`config.mk`:
```
export PLATFORM = sky130hd
export DESIGN_NAME = chc_decode
export DESIGN_NICKNAME = d
export VERILOG_FILES = /design/src/sv/chc_pkg.sv /design/src/sv/chc_decode.sv
export SDC_FILE = /design/constraint.sdc
export NUM_CORES = 1
export LEC_CHECK = 0
export ABC_AREA = 1
export BUFFER_PORTS_ARGS = -buffer_cell sky130_fd_sc_hd__buf_4
export CORE_AREA = 2 2 48 50
export DETAILED_ROUTE_END_ITERATION = 10
export DIE_AREA = 0 0 50 52
export GPL_TIMING_DRIVEN = 0
export PLACE_DENSITY = 0.87
export REMOVE_ABC_BUFFERS = 1
export SYNTH_ARGS = -nofsm -noshare
export SYNTH_HDL_FRONTEND = slang
export SYNTH_SLANG_ARGS = --single-unit
```
`constraint.sdc`:
```
create_clock -name vclk -period 1.58
set_input_delay 0.316 -clock vclk [all_inputs]
set_output_delay 0.316 -clock vclk [all_outputs]
set_load 0.02 [all_outputs]
```
`src/sv/chc_pkg.sv`:
```
`timescale 1ns / 1ps
// Shared types, address map, result codes and logo table for the cartridge
// header checker. No dependencies.
package chc_pkg;

    // Header address map
    localparam logic [8:0] ADDR_LOGO_START = 9'h104;
    localparam int unsigned LOGO_LEN       = 48;
    localparam logic [8:0] ADDR_LOGO_END   = 9'h133;
    localparam logic [8:0] ADDR_SUM_START  = 9'h134;
    localparam logic [8:0] ADDR_SUM_END    = 9'h14C;
    localparam logic [8:0] ADDR_FEATURE    = 9'h143;
    localparam logic [8:0] ADDR_SUPER      = 9'h146;
    localparam logic [8:0] ADDR_TYPE       = 9'h147;
    localparam logic [8:0] ADDR_ROM_SIZE   = 9'h148;
    localparam logic [8:0] ADDR_RAM_SIZE   = 9'h149;
    localparam logic [8:0] ADDR_DEST       = 9'h14A;
    localparam logic [8:0] ADDR_VERSION    = 9'h14C;
    localparam logic [8:0] ADDR_CHECKSUM   = 9'h14D;

    localparam logic [7:0] COLOR_FLAG_MASK = 8'h80;
    localparam logic [7:0] COLOR_EXCL_MASK = 8'hC0;
    localparam logic [7:0] SUPER_CODE      = 8'h03;

    // Cartridge type bytes and kinds
    localparam logic [7:0] TYPE_ROM_ONLY  = 8'h00;
    localparam logic [7:0] TYPE_MBC1      = 8'h01;
    localparam logic [7:0] TYPE_MBC3_RB   = 8'h13;
    localparam logic [7:0] TYPE_MBC5_RB   = 8'h1B;
    localparam logic [2:0] CART_ROM_ONLY  = 3'd0;
    localparam logic [2:0] CART_MBC1      = 3'd1;
    localparam logic [2:0] CART_MBC3_RB   = 3'd2;
    localparam logic [2:0] CART_MBC5_RB   = 3'd3;
    localparam logic [2:0] CART_UNSUPP    = 3'd4;

    // ROM size
    localparam logic [7:0] ROM_SIZE_MAX   = 8'd8;
    localparam logic [3:0] ROM_UNSUPP     = 4'd9;

    // RAM size bytes and kinds
    localparam logic [7:0] RAM_B_NONE     = 8'h00;
    localparam logic [7:0] RAM_B_2K       = 8'h01;
    localparam logic [7:0] RAM_B_8K       = 8'h02;
    localparam logic [7:0] RAM_B_32K      = 8'h03;
    localparam logic [7:0] RAM_B_128K     = 8'h04;
    localparam logic [7:0] RAM_B_64K      = 8'h05;
    localparam logic [2:0] RAM_NONE       = 3'd0;
    localparam logic [2:0] RAM_2K         = 3'd1;
    localparam logic [2:0] RAM_8K         = 3'd2;
    localparam logic [2:0] RAM_32K        = 3'd3;
    localparam logic [2:0] RAM_64K        = 3'd4;
    localparam logic [2:0] RAM_128K       = 3'd5;
    localparam logic [2:0] RAM_UNSUPP     = 3'd6;

    localparam logic [7:0] DEST_MAX       = 8'd1;

    localparam logic [7:0] LOGO_TABLE [LOGO_LEN] = '{
        8'hCE, 8'hED, 8'h66, 8'h66, 8'hCC, 8'h0D, 8'h00, 8'h0B,
        8'h03, 8'h73, 8'h00, 8'h83, 8'h00, 8'h0C, 8'h00, 8'h0D,
        8'h00, 8'h08, 8'h11, 8'h1F, 8'h88, 8'h89, 8'h00, 8'h0E,
        8'hDC, 8'hCC, 8'h6E, 8'hE6, 8'hDD, 8'hDD, 8'hD9, 8'h99,
        8'hBB, 8'hBB, 8'h67, 8'h63, 8'h6E, 8'h0E, 8'hEC, 8'hCC,
        8'hDD, 8'hDC, 8'h99, 8'h9F, 8'hBB, 8'hB9, 8'h33, 8'h3E
    };

    // Running header state
    typedef struct packed {
        logic       logo_match;
        logic [7:0] check_acc;
        logic [7:0] stored_checksum;
        logic [7:0] feature_byte;
        logic [7:0] super_byte;
        logic [7:0] type_byte;
        logic [7:0] rom_size_byte;
        logic [7:0] ram_size_byte;
        logic [7:0] dest_byte;
        logic [7:0] version_byte;
    } t_hdr_state;

    localparam t_hdr_state HDR_STATE_RESET = '{
        logo_match: 1'b1, check_acc: 8'h00, stored_checksum: 8'h00,
        feature_byte: 8'h00, super_byte: 8'h00, type_byte: 8'h00,
        rom_size_byte: 8'h00, ram_size_byte: 8'h00, dest_byte: 8'h00,
        version_byte: 8'h00
    };

    // Decoded result, packed in output word order (MSB first here)
    typedef struct packed {
        logic       cart_supported;
        logic [7:0] version_number;
        logic [7:0] destination_code;
        logic [2:0] ram_size_kind;
        logic [3:0] rom_size_kind;
        logic [2:0] cart_kind;
        logic       super_supported;
        logic       color_exclusive;
        logic       color_supported;
        logic       checksum_valid;
        logic       logo_valid;
    } t_result;

endpackage

```
`src/sv/chc_decode.sv`:
```
`timescale 1ns / 1ps
// Turns the collected header state into the result fields.
// Depends on chc_pkg.
module chc_decode import chc_pkg::*; (
    input  t_hdr_state i_state,
    output t_result    o_result
);

    logic [2:0] cart_k;
    logic [3:0] rom_k;
    logic [2:0] ram_k;

    always_comb begin
        unique case (i_state.type_byte)
            TYPE_ROM_ONLY: cart_k = CART_ROM_ONLY;
            TYPE_MBC1:     cart_k = CART_MBC1;
            TYPE_MBC3_RB:  cart_k = CART_MBC3_RB;
            TYPE_MBC5_RB:  cart_k = CART_MBC5_RB;
            default:       cart_k = CART_UNSUPP;
        endcase
        unique case (i_state.ram_size_byte)
            RAM_B_NONE: ram_k = RAM_NONE;
            RAM_B_2K:   ram_k = RAM_2K;
            RAM_B_8K:   ram_k = RAM_8K;
            RAM_B_32K:  ram_k = RAM_32K;
            RAM_B_128K: ram_k = RAM_128K;
            RAM_B_64K:  ram_k = RAM_64K;
            default:    ram_k = RAM_UNSUPP;
        endcase
        rom_k = (i_state.rom_size_byte <= ROM_SIZE_MAX) ? i_state.rom_size_byte[3:0]
                                                        : ROM_UNSUPP;
    end

    always_comb begin
        o_result.logo_valid       = i_state.logo_match;
        o_result.checksum_valid   = (i_state.stored_checksum == i_state.check_acc);
        o_result.color_supported  = |(i_state.feature_byte & COLOR_FLAG_MASK);
        o_result.color_exclusive  =
            ((i_state.feature_byte & COLOR_EXCL_MASK) == COLOR_EXCL_MASK);
        o_result.super_supported  = (i_state.super_byte == SUPER_CODE);
        o_result.cart_kind        = cart_k;
        o_result.rom_size_kind    = rom_k;
        o_result.ram_size_kind    = ram_k;
        o_result.destination_code = i_state.dest_byte;
        o_result.version_number   = i_state.version_byte;
        o_result.cart_supported   = (cart_k != CART_UNSUPP) && (rom_k != ROM_UNSUPP)
                                  && (ram_k != RAM_UNSUPP)
                                  && (i_state.dest_byte <= DEST_MAX);
    end

endmodule

```
Word-level counts from Yosys, hierarchy flattened:

Index checks and enable logic that the tools add are counted.

* bits in read-only memories: 0
* logic and storage cells: 24
* latch bits: 0
* bits in writable memories: 0
* output and inout port bits: 32
* register bits after elaboration: 0
* memories: 0
* bits of input ports: 73

* multiplexer cells: 3
* bitwise operators: 0
* equality and inequality tests: 14
* shift operators: 0
* order comparisons: 2
* divide/modulo/power cells: 0
* $mul: 0
* reductions and logical operators: 5
* add/sub/neg operators: 0

Operators by type and width (count)
* $eq 8x2->1 const B: 3
* $pmux 3 s6: 1
* $eq 8x1->1 const B: 2
* $eq 8x3->1 const B: 2
* $eq 8x5->1 const B: 2
* $logic_not 8->1: 2
* $pmux 3 s4: 1
* $eq 8x8->1: 1
* $le 8x1->1 const B: 1
* $le 8x4->1 const B: 1
* $ne 3x3->1 const B: 2
* $mux 4: 1
* $ne 4x4->1 const B: 1
* $logic_and 1x1->1: 3
* $eq 2x2->1 const B: 1

Logic depth before layout (Yosys ltp):

Gate-level depths: netlist of run 1.

* word-level depth: 6
* mapped depth: 9
* gate-level depth less buffers: 9

Worst setup path before layout of run 1:

OpenSTA, ideal clock, no wires.

* path type: input-to-output
* from: input i_state[28] in the netlist's numbering
* to: output o_result[9] in the netlist's numbering
* slack: 0.148 ns
* buffers on the path: 0
* stages: 4
* required time: 1.264 ns
* data arrival time: 1.116 ns
* cell sequence: nor2_1 > nand2_1 > or2_2 > nor2_1

RTL lines
* start: declaration: RTL line chc_decode.sv:5 `input t_hdr_state i_state,`
* end: declaration: RTL line chc_decode.sv:6 `output t_result o_result`

==> impl_metrics.json, run 1 <==
{
  "outcome": "finished, final reports clean",
  "start_util_pct": 29.11,
  "rows": 17,
  "p_per_area_nw_per_um2": 204.7,
  "vdd_drop_max_uv": 139.8,
  "worstPathArrival_ns": 1.15,
  "yosysSeqAreaShare_pct": 0,
  "holdPathStages": 0,
  "antennaDiodeCount": 0,
  "drc": 0,
  "layout-area-overhead-vs-synth_pct": 81.23,
  "grt_max_degree": 7,
  "die-height_um": 52,
  "ff_latch_area_um2": 0,
  "first_pass_iters": 1,
  "grt_overflow": 0,
  "max_stage_delay_ns": 0.16,
  "post-cts-setup-buffers": 0,
  "dp_hpwl_um": 1757,
  "routedWlPerCell_um": 9.064,
  "synth_area_um2": 613.1,
  "hp-class": "in -> out",
  "ant_nets": 0,
  "stdcell_area_um2": 1111,
  "synth_area_leaders": "buf_4 (22%), nand2_1 (13%), nor2_1 (13%)",
  "layout-drive-gt1-share_pct": 53.98,
  "critical_path.top_delay_family": "buffers and inverters",
  "p_leak_uw": 0.0006418,
  "fp.dieArea_um2": 2600,
  "crit_type": "in -> out",
  "fin_setup_tns_ns": 0,
  "avgSynthCellArea_um2": 5.331,
  "grt_pass1_vias": 748,
  "cp-start-kind": "input pin",
  "crit_buf_inv": 4,
  "placed_cell_area_um2": 1106,
  "maxCapViolations": 0,
  "ys_types": 18,
  "maxSlewViolCount": 0,
  "wl_um": 1849,
  "grt_usage_pct": 13.56,
  "synth_top_cell_area_share_pct": 22.04,
  "grt_first_pass_wirelength_um": 2794,
  "finalCriticalPeriod_ns": 1.461,
  "postSynthCellCount": 115,
  "drt_iter0_drc": 0,
  "cp_slowest_cell": "a21oi_2",
  "nClkBuffers": 0,
  "fillers": 219,
  "hp-start": "i_state[3]",
  "relSlewSlack_pct": 83.74,
  "io_pins": 105,
  "crit_fanout": 3,
  "path_cells": "buf_4 > nor2_1 > nand2_1 > a21oi_2 > inv_1 > nor2_2 > nand2_1 > inv_1 > buf_4",
  "seq_cell_count": 0,
  "core_area_um2": 2106,
  "synth_top_area_cell": "buf_4",
  "synthTopCellsByCount": "nand2_1 (22), nor2_1 (22), inv_1 (21)",
  "hold_viol": 0,
  "holdPathEnd": "o_result[26]",
  "synth_warnings": 0,
  "endpoint_kind": "output port",
  "routabilityCongestion": 0.7255,
  "timing.final.crit_share_pct": 92.48,
  "finalNonFillerCells": 204,
  "place_inst": 204,
  "setup_violations": 0,
  "rsz0062_at_grt": "no",
  "die_w_um": 50,
  "portBuffers": 79,
  "fmax_mhz": 684.4,
  "grt_antenna_before_repair": 0,
  "vias": 839,
  "avgViaCountPerCell": 4.113,
  "critPathRequiredTime_ns": 1.26,
  "final_nets": 251,
  "max_slew.worst_pin.slew_ns": 0.2416
}
## final cells by class
class | count | area, um^2 | area share [%]
Timing Repair Buffer | 79 | 593.1 | 53.38
Multi-Input combinational cell | 76 | 404.1 | 36.37
Inverter | 21 | 78.83 | 7.095
Tap cell | 28 | 35.03 | 3.153
## layout by cell type, fill, tap and decap left out
master	netlist	final
nand2_1	22	22
a21oi_2	1	1
nor4_1	1	1
nor2_4	1	1
xnor2_1	8	8
or2_2	1	1
inv_1	21	21
nand4_1	3	3
nor3_1	2	2
buf_4	18	79
and2b_1	1	1
a31oi_1	1	1
nand3_1	1	1
nand2_2	4	4
nand3_2	2	2
o211ai_1	1	1
nor2_2	5	7
nor2_1	22	20
## stage by stage
step / power, uW / util (%) / setup slack [ns] / hold WS (ns)
2_1_floorplan: 63.45 / - / 0.1479 / 0.6320
3_3_place_gp: 223.9 / 52.53 / 0.1147 / 0.6321
3_5_place_dp: 228.3 / 52.53 / 0.1094 / 0.6321
4_1_cts: 228.8 / 52.53 / 0.1094 / 0.6321
5_1_grt: 247.8 / 52.76 / 0.001345 / 0.6321
6_report: 227.4 / 52.76 / 0.1189 / 0.6320
## power breakdown
| part | internal (uW) | switching (uW) |
|---|---|---|
| Clock | 0 | 0 |
| Combinational | 137 | 90.0 |
| Sequential | 0 | 0 |
| Total | 137 | 90.0 |
## timing repair
action,in CTS,in global routing
setup endpoints to repair,0,1
gates resized for setup,0,2
hold buffers,0,0
## how the worst max path moves through the flow
stage	from	endpoint	cells after the start
floorplan	i_state[28]	o_result[9]	4
global placement	i_state[21]	o_result[31]	9
detailed placement	i_state[25]	o_result[31]	9
global route	i_state[37]	o_result[31]	9
CTS	i_state[25]	o_result[31]	9
finish	i_state[25]	o_result[31]	9
## routing by layer
layer | part of all wire (%) | global-route usage [%] | vias to the layer above
met5 | 0 | 0 | -
met4 | 0 | 0 | 0
met3 | 22 | 10.34 | 0
met2 | 48 | 25.00 | 62
met1 | 30 | 12.54 | 330
li1 | - | - | 447
## cells by family after synthesis
logic type                synth area share [%]
and+or+nand+nor                          50.00
xor gates and xnor gates                 11.43
AOI/OAI and AO/OA                        3.675
buffers and inverters                    34.90
Power figures use the tool's default switching activity.
==> run 2, diff against run 1 <==
--- a/config.mk
+++ b/config.mk
@@ -7,9 +7,9 @@
 export LEC_CHECK = 0
 export ABC_AREA = 1
 export BUFFER_PORTS_ARGS = -buffer_cell sky130_fd_sc_hd__buf_4
-export CORE_AREA = 2 2 48 50
+export CORE_AREA = 3 3 49 51
 export DETAILED_ROUTE_END_ITERATION = 10
-export DIE_AREA = 0 0 50 52
+export DIE_AREA = 0 0 52 54
 export GPL_TIMING_DRIVEN = 0
 export PLACE_DENSITY = 0.87
 export REMOVE_ABC_BUFFERS = 1
==> impl_metrics.json, run 2 (synthesis gave the netlist of run 1 again) <==
{
  "outcome": "finished, final reports clean",
  "place_ws_ns": 0.08111,
  "vias": 847,
  "portBuffers": 79,
  "antennaDiodeCount": 0,
  "grt_antenna_before_repair": 0,
  "postCtsHoldBufs": 0,
  "drt-met1-wl_um": 598,
  "finalCriticalPeriod_ns": 1.505,
  "switching_share_pct": 39.86,
  "ant_nets": 0,
  "setup_violations": 0,
  "die-height_um": 54,
  "drt_iter0_drc": 1,
  "die_w_um": 52,
  "grt_max_degree": 7,
  "fp.dieArea_um2": 2808,
  "power.switching_uw": 92.65,
  "crit_path_frequent_cell": "nand2_2",
  "final_nets": 253,
  "max_stage_delay_ns": 0.17,
  "core_area_um2": 1982,
  "hp-start": "i_state[2]",
  "routedWlPerCell_um": 9.556,
  "stdcell_area_um2": 1144,
  "hold_viol": 0,
  "final_cell_mix": "buf_4 (80), nand2_1 (21), inv_1 (20), nor2_1 (19), xnor2_1 (8)",
  "setup_ws_ns": 0.07491,
  "layout-drive-gt1-share_pct": 56.74,
  "cp_slowest_cell": "nor2_1",
  "max_slew.worst_pin.slew_ns": 0.2637,
  "wl_met3_um": 368,
  "wl_met2_um": 991,
  "wl_um": 1959,
  "utilization_pct": 57.70,
  "maxCapViolations": 0,
  "holdPathEnd": "o_result[25]",
  "clock_power_share_pct": 0,
  "holdPathStages": 0,
  "crit_fanout": 2,
  "dp_hpwl_um": 1801,
  "fillers": 191,
  "grt_first_pass_wirelength_um": 2753,
  "relSlewSlack_pct": 82.26,
  "endpoint_kind": "output port",
  "worstPathArrival_ns": 1.19,
  "nClkBuffers": 0,
  "path_cells": "buf_4 > nor2_1 > nand3_2 > nand2_2 > nand2_2 > nor2_2 > nand2_1 > inv_1 > buf_6",
  "hp-class": "in -> out",
  "highest_layer": "met3",
  "ff_latch_area_um2": 0,
  "start_util_pct": 30.93,
  "critical_path.top_delay_family": "simple AND/OR/NAND/NOR gates",
  "layout-area-overhead-vs-synth_pct": 86.53,
  "maxSlewViolCount": 0,
  "timing.final.crit_share_pct": 95.26,
  "fmax_mhz": 664.4,
  "final_common_cell": "buf_4",
  "crit_buf_inv": 3,
  "grt_usage_pct": 12.28,
  "io_pins": 105,
  "pwr-share-seq_pct": 0,
  "first_pass_iters": 4,
  "routabilityCongestion": 0.6735,
  "p_per_area_nw_per_um2": 203.3,
  "drc": 0,
  "vdd_drop_max_uv": 141.5,
  "critPathRequiredTime_ns": 1.26,
  "rows": 16,
  "avgViaCountPerCell": 4.132,
  "seq_cell_count": 0,
  "grt_overflow": 0,
  "cp-start-kind": "input pin",
  "combPwrFrac_pct": 100.0,
  "crit_type": "in -> out",
  "internal-power_uw": 139.8,
  "grt_pass1_vias": 798,
  "placed_cell_area_um2": 1105,
  "p_leak_uw": 0.0006538
}
-- run 2: layout make-up --
cell class	count	area, um^2	area share [%]
repair buffers	81	611.8	53.50
well taps	27	33.78	2.954
inverters	21	78.83	6.893
multi-input cells	76	419.2	36.65
-- run 2: power by group through the flow --
stage | logic [uW] | registers [uW] | clock network (uW)
after floorplan | 63.5 | 0 | 0
after global placement | 223 | 0 | 0
after detailed placement | 227 | 0 | 0
after CTS | 228 | 0 | 0
after global routing | 255 | 0 | 0
final | 232 | 0 | 0
-- run 2: metal layers --
layer / global-route usage, % / vias up
li1: - / 451
met1: 11.00 / 335
met2: 24.27 / 61
met3: 8.033 / 0
met4: 0 / 0
met5: 0 / -
-- run 2: worst max path at each step --
stage,start,to,slack [ns],cells past startpoint
after floorplan,i_state[28],o_result[9],0.15,4
after global placement,i_state[9],o_result[31],0.1,9
after detailed placement,i_state[25],o_result[31],0.08,9
after CTS,i_state[25],o_result[31],0.08,9
after global routing,i_state[36],o_result[31],-0.02,11
final,i_state[39],o_result[31],0.07,9
-- run 2: per-stage QoR --
step           total power, uW  hold slack, ns  instances  setup TNS, ns
2_1_floorplan            63.45          0.6320         97              0
3_3_place_gp             223.4          0.6321        203              0
3_5_place_dp             227.4          0.6321        203              0
4_1_cts                  227.9          0.6321        203              0
5_1_grt                  255.1          0.6321        205       -0.01534
6_report                 232.4          0.6320        205              0
-- run 2: repair_timing --
item	4_1_cts	5_1_grt
hold endpoints to repair	0	0
buffers inserted	0	2
setup endpoints to repair	0	1
resized for setup	0	8
